--- src/hdl/pllq_pkg.sv ---
// Shared types and constants for the pooled linked-list queue.
// Used by the controller, the datapath and the top level; depends on nothing.
`default_nettype none

package pllq_pkg;

    // Default pool size
    localparam int SLOTS_DEF = 8;

    // Operation codes carried in the mode field
    localparam logic [1:0] MODE_APPEND = 2'd0;
    localparam logic [1:0] MODE_DELETE = 2'd1;
    localparam logic [1:0] MODE_READ   = 2'd2;

    // Result codes
    localparam logic [1:0] CODE_DONE    = 2'd0;
    localparam logic [1:0] CODE_FULL    = 2'd1;
    localparam logic [1:0] CODE_MISSING = 2'd2;
    localparam logic [1:0] CODE_EMPTY   = 2'd3;

    // One entry as kept in the payload memory
    typedef struct packed {
        logic [7:0] content;
        logic [7:0] attempts;
        logic [2:0] status;
    } t_entry;

    // Input transaction
    typedef struct packed {
        logic [1:0] mode;
        logic [7:0] entry_content;
        logic [7:0] entry_attempts;
        logic [2:0] entry_state;
        logic [2:0] target_slot;
    } t_in;

    // Result transaction
    typedef struct packed {
        logic [1:0] result_code;
        logic [2:0] result_slot;
        logic [7:0] head_content;
        logic [7:0] head_attempts;
        logic [2:0] head_state;
        logic [3:0] entry_count;
    } t_out;

    // Which result the datapath should capture this cycle
    typedef enum logic [2:0] {
        RES_NONE    = 3'd0,
        RES_FULL    = 3'd1,
        RES_APPEND  = 3'd2,
        RES_MISSING = 3'd3,
        RES_DELETED = 3'd4,
        RES_READ    = 3'd5,
        RES_NOP     = 3'd6
    } t_res;

    // Commands from the controller to the datapath
    typedef struct packed {
        logic load;       // latch the input transaction, clear scan index
        logic scan_step;  // advance the free-slot scan
        logic store;      // write payload and clear link of the new slot
        logic link;       // hook the new slot onto the tail
        logic walk_init;  // start the list walk at the head
        logic walk_step;  // follow one link
        logic unlink;     // remove the current slot from the list
        t_res res;        // capture a result
    } t_cmd;

    // Status from the datapath to the controller
    typedef struct packed {
        logic scan_end;   // scan index ran past the pool
        logic scan_free;  // scan index points at a free slot
        logic target_ok;  // delete target is in range and occupied
        logic walk_end;   // walk has visited every entry
        logic walk_hit;   // walk stands on the target
    } t_stat;

endpackage

`default_nettype wire

--- src/hdl/pllq_ram.sv ---
// Generic single-port-write, single-port-read RAM with registered read data.
// Standalone; no package needed.
`default_nettype none

module pllq_ram #(
    parameter int WIDTH = 8,
    parameter int DEPTH = 8
) (
    input  wire logic                     i_clk,
    input  wire logic                     i_we,
    input  wire logic [$clog2(DEPTH)-1:0] i_waddr,
    input  wire logic [WIDTH-1:0]         i_wdata,
    input  wire logic [$clog2(DEPTH)-1:0] i_raddr,
    output logic      [WIDTH-1:0]         o_rdata
);

    logic [WIDTH-1:0] r_mem [DEPTH];
    logic [WIDTH-1:0] r_rdata;

    // Write, then register the read word
    always_ff @(posedge i_clk) begin
        if (i_we) begin
            r_mem[i_waddr] <= i_wdata;
        end
        r_rdata <= r_mem[i_raddr];
    end

    assign o_rdata = r_rdata;

endmodule

`default_nettype wire

--- src/hdl/pllq_ctrl.sv ---
// Controller state machine of the pooled linked-list queue.
// Depends on pllq_pkg for command, status and mode definitions.
`default_nettype none

module pllq_ctrl (
    input  wire logic           i_clk,
    input  wire logic           i_rst_n,
    input  wire logic           start,
    input  wire logic [1:0]     i_mode,
    input  wire pllq_pkg::t_stat i_stat,
    output pllq_pkg::t_cmd      o_cmd,
    output logic                busy,
    output logic                o_done
);

    import pllq_pkg::*;

    typedef enum logic [6:0] {
        S_IDLE  = 7'b0000001,
        S_SCAN  = 7'b0000010,
        S_STORE = 7'b0000100,
        S_LINK  = 7'b0001000,
        S_CHECK = 7'b0010000,
        S_WALK  = 7'b0100000,
        S_READ  = 7'b1000000
    } t_state;

    t_state r_state, n_state;
    t_cmd   cmd;
    logic   r_done;

    // Sequence the operations
    always_comb begin
        n_state = r_state;
        cmd     = '0;
        cmd.res = RES_NONE;
        case (r_state)
            S_IDLE: begin
                if (start) begin
                    cmd.load = 1'b1;
                    case (i_mode)
                        MODE_APPEND: n_state = S_SCAN;
                        MODE_DELETE: n_state = S_CHECK;
                        MODE_READ:   n_state = S_READ;
                        default:     cmd.res = RES_NOP;
                    endcase
                end
            end
            S_SCAN: begin
                if (i_stat.scan_end) begin
                    cmd.res = RES_FULL;
                    n_state = S_IDLE;
                end else if (i_stat.scan_free) begin
                    n_state = S_STORE;
                end else begin
                    cmd.scan_step = 1'b1;
                end
            end
            S_STORE: begin
                cmd.store = 1'b1;
                n_state   = S_LINK;
            end
            S_LINK: begin
                cmd.link = 1'b1;
                cmd.res  = RES_APPEND;
                n_state  = S_IDLE;
            end
            S_CHECK: begin
                if (i_stat.target_ok) begin
                    cmd.walk_init = 1'b1;
                    n_state       = S_WALK;
                end else begin
                    cmd.res = RES_MISSING;
                    n_state = S_IDLE;
                end
            end
            S_WALK: begin
                if (i_stat.walk_end) begin
                    cmd.res = RES_MISSING;
                    n_state = S_IDLE;
                end else if (i_stat.walk_hit) begin
                    cmd.unlink = 1'b1;
                    cmd.res    = RES_DELETED;
                    n_state    = S_IDLE;
                end else begin
                    cmd.walk_step = 1'b1;
                end
            end
            S_READ: begin
                cmd.res = RES_READ;
                n_state = S_IDLE;
            end
            default: n_state = S_IDLE;
        endcase
    end

    // Hold state and pulse the result strobe
    always_ff @(posedge i_clk) begin
        if (!i_rst_n) begin
            r_state <= S_IDLE;
            r_done  <= 1'b0;
        end else begin
            r_state <= n_state;
            r_done  <= (cmd.res != RES_NONE);
        end
    end

    assign o_cmd  = cmd;
    assign busy   = (r_state != S_IDLE);
    assign o_done = r_done;

endmodule

`default_nettype wire

--- src/hdl/pllq_dpath.sv ---
// Datapath of the pooled linked-list queue: occupancy bitmap, list pointers,
// walk and scan registers, payload and link memories. Uses pllq_pkg, pllq_ram.
`default_nettype none

module pllq_dpath #(
    parameter int SLOTS = pllq_pkg::SLOTS_DEF
) (
    input  wire logic            i_clk,
    input  wire logic            i_rst_n,
    input  wire pllq_pkg::t_in   i_in,
    input  wire pllq_pkg::t_cmd  i_cmd,
    output pllq_pkg::t_stat      o_stat,
    output pllq_pkg::t_out       o_out
);

    import pllq_pkg::*;

    localparam int SW = $clog2(SLOTS);
    localparam int CW = SW + 1;

    // List state
    logic [SLOTS-1:0] r_occ, n_occ;
    logic [SW-1:0]    r_head, n_head;
    logic [SW-1:0]    r_tail, n_tail;
    logic [CW-1:0]    r_len, n_len;

    // Working registers
    t_in              r_in;
    logic [CW-1:0]    r_idx;
    logic [SW-1:0]    r_cur, n_cur;
    logic [SW-1:0]    r_pred;
    logic [CW-1:0]    r_step;
    t_out             r_out, n_out;

    // Memory ports
    logic             link_we;
    logic [SW-1:0]    link_waddr, link_wdata, link_rdata;
    t_entry           pay_wdata, pay_rdata;
    logic [SW-1:0]    slot;
    logic [SW-1:0]    target;
    logic             target_range;

    assign slot         = r_idx[SW-1:0];
    assign target       = SW'(r_in.target_slot);
    assign target_range = (32'(r_in.target_slot) < SLOTS);

    // Status toward the controller
    assign o_stat.scan_end  = (r_idx == CW'(SLOTS));
    assign o_stat.scan_free = !r_occ[slot];
    assign o_stat.target_ok = target_range && r_occ[target];
    assign o_stat.walk_end  = (r_step == r_len);
    assign o_stat.walk_hit  = (r_cur == target);

    // Update list pointers and bitmap
    always_comb begin
        n_occ  = r_occ;
        n_head = r_head;
        n_tail = r_tail;
        n_len  = r_len;
        n_cur  = r_cur;
        if (i_cmd.store) begin
            n_occ[slot] = 1'b1;
        end
        if (i_cmd.link) begin
            if (r_len == '0) begin
                n_head = slot;
            end
            n_tail = slot;
            n_len  = r_len + CW'(1);
        end
        if (i_cmd.walk_init) begin
            n_cur = r_head;
        end
        if (i_cmd.walk_step) begin
            n_cur = link_rdata;
        end
        if (i_cmd.unlink) begin
            if (r_cur == r_head) begin
                n_head = link_rdata;
            end
            if (r_cur == r_tail) begin
                n_tail = r_pred;
            end
            n_occ[r_cur] = 1'b0;
            n_len        = r_len - CW'(1);
            if (r_len == CW'(1)) begin
                n_head = '0;
                n_tail = '0;
            end
        end
    end

    // Drive the link memory write port
    always_comb begin
        link_we    = 1'b0;
        link_waddr = r_cur;
        link_wdata = '0;
        if (i_cmd.store) begin
            link_we    = 1'b1;
            link_waddr = slot;
        end else if (i_cmd.link && r_len != '0) begin
            link_we    = 1'b1;
            link_waddr = r_tail;
            link_wdata = slot;
        end else if (i_cmd.unlink && r_cur != r_head) begin
            link_we    = 1'b1;
            link_waddr = r_pred;
            link_wdata = link_rdata;
        end
    end

    assign pay_wdata.content  = r_in.entry_content;
    assign pay_wdata.attempts = r_in.entry_attempts;
    assign pay_wdata.status   = r_in.entry_state;

    // Build the result transaction
    always_comb begin
        n_out             = '0;
        n_out.result_code = CODE_DONE;
        n_out.entry_count = 4'(n_len);
        case (i_cmd.res)
            RES_FULL:    n_out.result_code = CODE_FULL;
            RES_APPEND:  n_out.result_slot = 3'(slot);
            RES_MISSING: n_out.result_code = CODE_MISSING;
            RES_READ: begin
                if (r_len == '0) begin
                    n_out.result_code = CODE_EMPTY;
                end else begin
                    n_out.result_slot   = 3'(r_head);
                    n_out.head_content  = pay_rdata.content;
                    n_out.head_attempts = pay_rdata.attempts;
                    n_out.head_state    = pay_rdata.status;
                end
            end
            default: ;
        endcase
    end

    // Control state
    always_ff @(posedge i_clk) begin
        if (!i_rst_n) begin
            r_occ  <= '0;
            r_head <= '0;
            r_tail <= '0;
            r_len  <= '0;
        end else begin
            r_occ  <= n_occ;
            r_head <= n_head;
            r_tail <= n_tail;
            r_len  <= n_len;
        end
    end

    // Working registers and result
    always_ff @(posedge i_clk) begin
        r_cur <= n_cur;
        if (i_cmd.load) begin
            r_in  <= i_in;
            r_idx <= '0;
        end
        if (i_cmd.scan_step) begin
            r_idx <= r_idx + CW'(1);
        end
        if (i_cmd.walk_init) begin
            r_pred <= r_head;
            r_step <= '0;
        end
        if (i_cmd.walk_step) begin
            r_pred <= r_cur;
            r_step <= r_step + CW'(1);
        end
        if (i_cmd.res != RES_NONE) begin
            r_out <= n_out;
        end
    end

    // Payload memory: read address follows the head
    pllq_ram #(
        .WIDTH ($bits(t_entry)),
        .DEPTH (SLOTS)
    ) u_pay_ram (
        .i_clk   (i_clk),
        .i_we    (i_cmd.store),
        .i_waddr (slot),
        .i_wdata (pay_wdata),
        .i_raddr (r_head),
        .o_rdata (pay_rdata)
    );

    // Link memory: read address follows the walk pointer
    pllq_ram #(
        .WIDTH (SW),
        .DEPTH (SLOTS)
    ) u_link_ram (
        .i_clk   (i_clk),
        .i_we    (link_we),
        .i_waddr (link_waddr),
        .i_wdata (link_wdata),
        .i_raddr (n_cur),
        .o_rdata (link_rdata)
    );

    assign o_out = r_out;

endmodule

`default_nettype wire

--- src/hdl/pooled_linked_list_queue.sv ---
// Top level of the pooled linked-list queue: controller plus datapath.
// Depends on pllq_pkg, pllq_ctrl, pllq_dpath and pllq_ram.
//
//   Channel   Handshake              Payload
//   -------   --------------------   ----------------------
//   command   start / busy           i_in  (pllq_pkg::t_in)
//   result    o_done (1-cycle pulse)  o_out (pllq_pkg::t_out)
//
// A command is taken at a clock edge with start high and busy low; each one
// gives exactly one result, shown for one cycle with o_done high.
// Append scans the occupancy bitmap one slot per cycle; delete follows one
// link per cycle through the link RAM's registered read; read returns the
// head entry through the payload RAM's registered read; the unused mode 3
// gives a done result from idle. Reset is synchronous, active low, and
// empties the list at once. The receiver cannot stall; a new command may be
// taken in the cycle its predecessor's result is shown.
`default_nettype none

module pooled_linked_list_queue #(
    parameter int SLOTS = pllq_pkg::SLOTS_DEF
) (
    input  wire logic          i_clk,
    input  wire logic          i_rst_n,
    input  wire logic          start,
    output logic               busy,
    input  wire pllq_pkg::t_in i_in,
    output logic               o_done,
    output pllq_pkg::t_out     o_out
);

    import pllq_pkg::*;

    t_cmd  cmd;
    t_stat stat;

    // Sequence operations
    pllq_ctrl u_ctrl (
        .i_clk   (i_clk),
        .i_rst_n (i_rst_n),
        .start   (start),
        .i_mode  (i_in.mode),
        .i_stat  (stat),
        .o_cmd   (cmd),
        .busy    (busy),
        .o_done  (o_done)
    );

    // Hold list state and memories
    pllq_dpath #(
        .SLOTS (SLOTS)
    ) u_dpath (
        .i_clk   (i_clk),
        .i_rst_n (i_rst_n),
        .i_in    (i_in),
        .i_cmd   (cmd),
        .o_stat  (stat),
        .o_out   (o_out)
    );

endmodule

`default_nettype wire
--- config.mk ---
export PLATFORM = sky130hd
export DESIGN_NAME = pooled_linked_list_queue
export DESIGN_NICKNAME = d
export VERILOG_FILES = /design/src/hdl/pllq_pkg.sv /design/src/hdl/pllq_ram.sv /design/src/hdl/pllq_ctrl.sv /design/src/hdl/pllq_dpath.sv /design/src/hdl/pooled_linked_list_queue.sv
export SDC_FILE = /design/constraint.sdc
export NUM_CORES = 1
export LEC_CHECK = 0
export BUFFER_PORTS_ARGS = -buffer_cell sky130_fd_sc_hd__buf_4
export CORE_UTILIZATION = 42
export DETAILED_ROUTE_END_ITERATION = 7
export SETUP_SLACK_MARGIN = 0.1
export SYNTH_ARGS = -nofsm -noshare
export SYNTH_HDL_FRONTEND = slang
export SYNTH_SLANG_ARGS = --single-unit
--- constraint.sdc ---
create_clock -name i_clk -period 4.27 [get_ports i_clk]
set_input_delay 0.427 -clock i_clk [delete_from_list [all_inputs] [get_ports i_clk]]
set_output_delay 0.427 -clock i_clk [all_outputs]
set_load 0.005 [all_outputs]
==> metrics.md <==
| Metric | Value |
|---|---|
| Hold_buf cts | 0 |
| P_leak | 4.53 nW |
| Total track usage | 0.166 |
| Synthesis Warnings | 0 |
| Post-Syn Area | 11400 sq um |
| Worst setup SP type | flop |
| Final TNS setup | 0 ps |
| Worst-path fanout max | 12 |
| Area after DPL | 12200 sq um |
| Core area | 26300 sq um |
| Post-route cell area | 13300 sq um |
| Clk_lat worst skew | 560 ps |
| RSZ-0062 raised after global routing | no |
| Fraction of layout cells with a size suffix above 1 | 0.267 |
| Clk buf depth | 3 |
| Critical path class | flop to flop |
| H-tree Lvls | 1 |
| Fin crit period | 3100 ps |
| Die Ht | 166 um |
| Setup crit start | u_ctrl.r_state[6]$_SDFFE_PN0P_ |
| Finished Layout Cells | 1103 |
| Worst VDD drop | 0.309 mV |
| Worst Hold Class | primary input to flop |
| Via-to-Cell Ratio | 5.32 |
| Asr flop ratio synth | 0 |
| Die area | 27700 sq um |
| Clk sinks | 288 |
| Worst reg2reg startpoint | u_ctrl.r_state[6]$_SDFFE_PN0P_ |
| DRT iter0 DRCs | 432 |
| Largest net degree at the start of global routing | 43 |
| Setup Skew | 17.5 ps |
| Fmax | 323 MHz |
| Sequential element share of the synthesized area | 0.716 |
| DRT Pass-1 Iters | 6 |
| Failing checks | design-rule violations |
| Final period utilization | 0.725 |
| Power Density | 469 nW/um^2 |
| Dpl cells | 1048 |
| Critical path data arrival time | 3560 ps |
| Remaining antenna violation count | 0 |
| Net count after synthesis | 704 |
| Root Buffer | clkbuf_16 |
| Status | finished, violations left |
| Grt total ovfl | 0 |
| DR WL/cell | 20.6 um |
| Max-slew violations | 0 |
| Fill cells | 2179 |
| Hold path start | i_in[9] |
| DR DRC count | 8 |
| Die X-Extent | 166 um |
| Final count of negative-setup-slack endpoints | 0 |
| Num CTS Buffers | 29 |
| Main synth FF type | edfxtp_1 |
| PortBufs | 56 |
| Clk slew on worst S/H paths | 60 ps |
| Nets | 781 |
| Register bit total from synthesis | 288 |
| Post-synth EDFFs | 237 |
| WL final | 22700 um |
| Synth unique cells | 55 |
| Setup Buffers After CTS | 0 |
| Effective utilization at floorplan | 0.432 |
| DP HPWL | 14400 um |
| Slew Limit Headroom | 0.0379 |
| First-pass GRT wire length | 35400 um |
| Worst Tran Pin Value | 1430 ps |
| Worst setup EP type | flop |
| Initial antenna violation count | 0 |
| Post-layout util | 0.505 |
| CP required | 4740 ps |
| Cts repair resizes | 0 |
| # rows | 59 |
| Synthesized netlist cell count | 667 |
| Total of max-cap violations | 0 |
| Vias in the first global route | 6233 |
| Fin. Hold Viols | 0 |
| I/O Pins | 57 |
| TritonCTS clock tree | done |
| Routability cong. | 0.856 |
| Area Overhead vs Synth | 16.8% |
| Vias | 5864 |
| Post-synthesis average cell area | 17.0 sq um |
==> cells in the final DEF (no fill, tap or decap), types with 16 or more instances in the layout <==
cell type,instances
and2_1,29
buf_4,73
clkbuf_16,29
dfxtp_1,49
edfxtp_1,237
mux2_2,22
mux2i_1,30
mux4_2,42
nand2_1,41
nor2_1,32
o21ai_0,16
==> stage by stage <==
step / total power, mW / hold slack, ps / worst slack, ps
floorplan: 3.43 / 482 / 1180
global placement: 3.59 / 484 / 1220
detailed placement: 3.61 / 493 / 1190
CTS: 6.27 / 35.5 / 1160
global route: 6.40 / 34.5 / 979
finish: 6.22 / 50.5 / 1170
==> Yosys cell counts (11+ instances only) <==
cell,instances,area share
mux2i_1,30,0.026
and2_1,29,0.016
mux2_2,22,0.022
clkbuf_1,18,0.0059
mux4_2,42,0.083
dfxtp_1,51,0.090
nor2_1,38,0.013
edfxtp_1,237,0.63
inv_1,11,0.0036
o21ai_0,16,0.0070
nand2_1,41,0.014
==> report_power, final <==
| part | total (mW) | switching (mW) | leakage [nW] | internal, mW |
|---|---|---|---|---|
| clock | 2.68 | 1.05 | 0.499 | 1.64 |
| sequential | 3.28 | 0.0983 | 2.63 | 3.18 |
| combinational | 0.258 | 0.149 | 1.40 | 0.109 |
==> cells by family (layout without fill, tap and decap cells) <==
logic type	Yosys count	after routing	synth area share
AND/OR/NAND/NOR	161	161	0.0763
other	0	1	0
buffers and inverters	38	138	0.0142
AO/OA/AOI/OAI	52	52	0.0313
XOR/XNOR	20	20	0.0154
multiplexers	98	98	0.136
flip-flops	288	288	0.716
adder cells (fa/ha/maj)	10	10	0.0110
==> per-layer routing <==
| layer | track usage | up-vias | wire length (um) |
|---|---|---|---|
| li1 | - | 2725 | - |
| met1 | 0.218 | 2960 | 9850 |
| met2 | 0.286 | 148 | 11300 |
| met3 | 0.0290 | 31 | 1060 |
| met4 | 0.0463 | 0 | 486 |
| met5 | 0 | - | 0 |
==> layout make-up <==
class                      instances  area (sq um)  area share
inverter                          11          41.3     0.00311
antenna                            1          2.50    0.000189
clock inverter                    20           273      0.0206
multi-input combinational        341          3090       0.233
sequential                       288          8140       0.613
timing repair buffer              73           548      0.0413
tap                              335           419      0.0316
clock buffer                      34           754      0.0569
==> worst paths after layout <==
kind                            cells past startpoint  slack (ps)                         endpoint
worst max-delay path                                7        1170      u_dpath.r_occ[6]$_SDFF_PN0_
worst min-delay path                                1          50   u_dpath.pay_wdata[6]$_DFFE_PP_
worst max register to register                      7        1170      u_dpath.r_occ[6]$_SDFF_PN0_
worst min register to register                      1         500  u_dpath.o_out[16]$_SDFFCE_PP0P_
==> state kept, by name, indices dropped and copies added (netlist names), 4 cells and up <==
signal / flops
u_ctrl.r_state: 7
u_dpath.o_out: 28
u_dpath.pay_wdata: 19
u_dpath.r_idx: 4
u_dpath.r_len: 4
u_dpath.r_occ: 8
u_dpath.r_step: 4
u_dpath.u_link_ram.r_mem: 24
u_dpath.u_pay_ram.o_rdata: 19
u_dpath.u_pay_ram.r_mem: 152
==> worst max-delay path: stages (launching register included) <==
cell and delay (ps):
dfxtp_1 330, nor4_2 430, nor3b_2 630, nand2_1 300, nor2_2 630, buf_4 380
o21ai_0 110, a31oi_1 190
No activity file was read; power rests on OpenSTA's default activity.
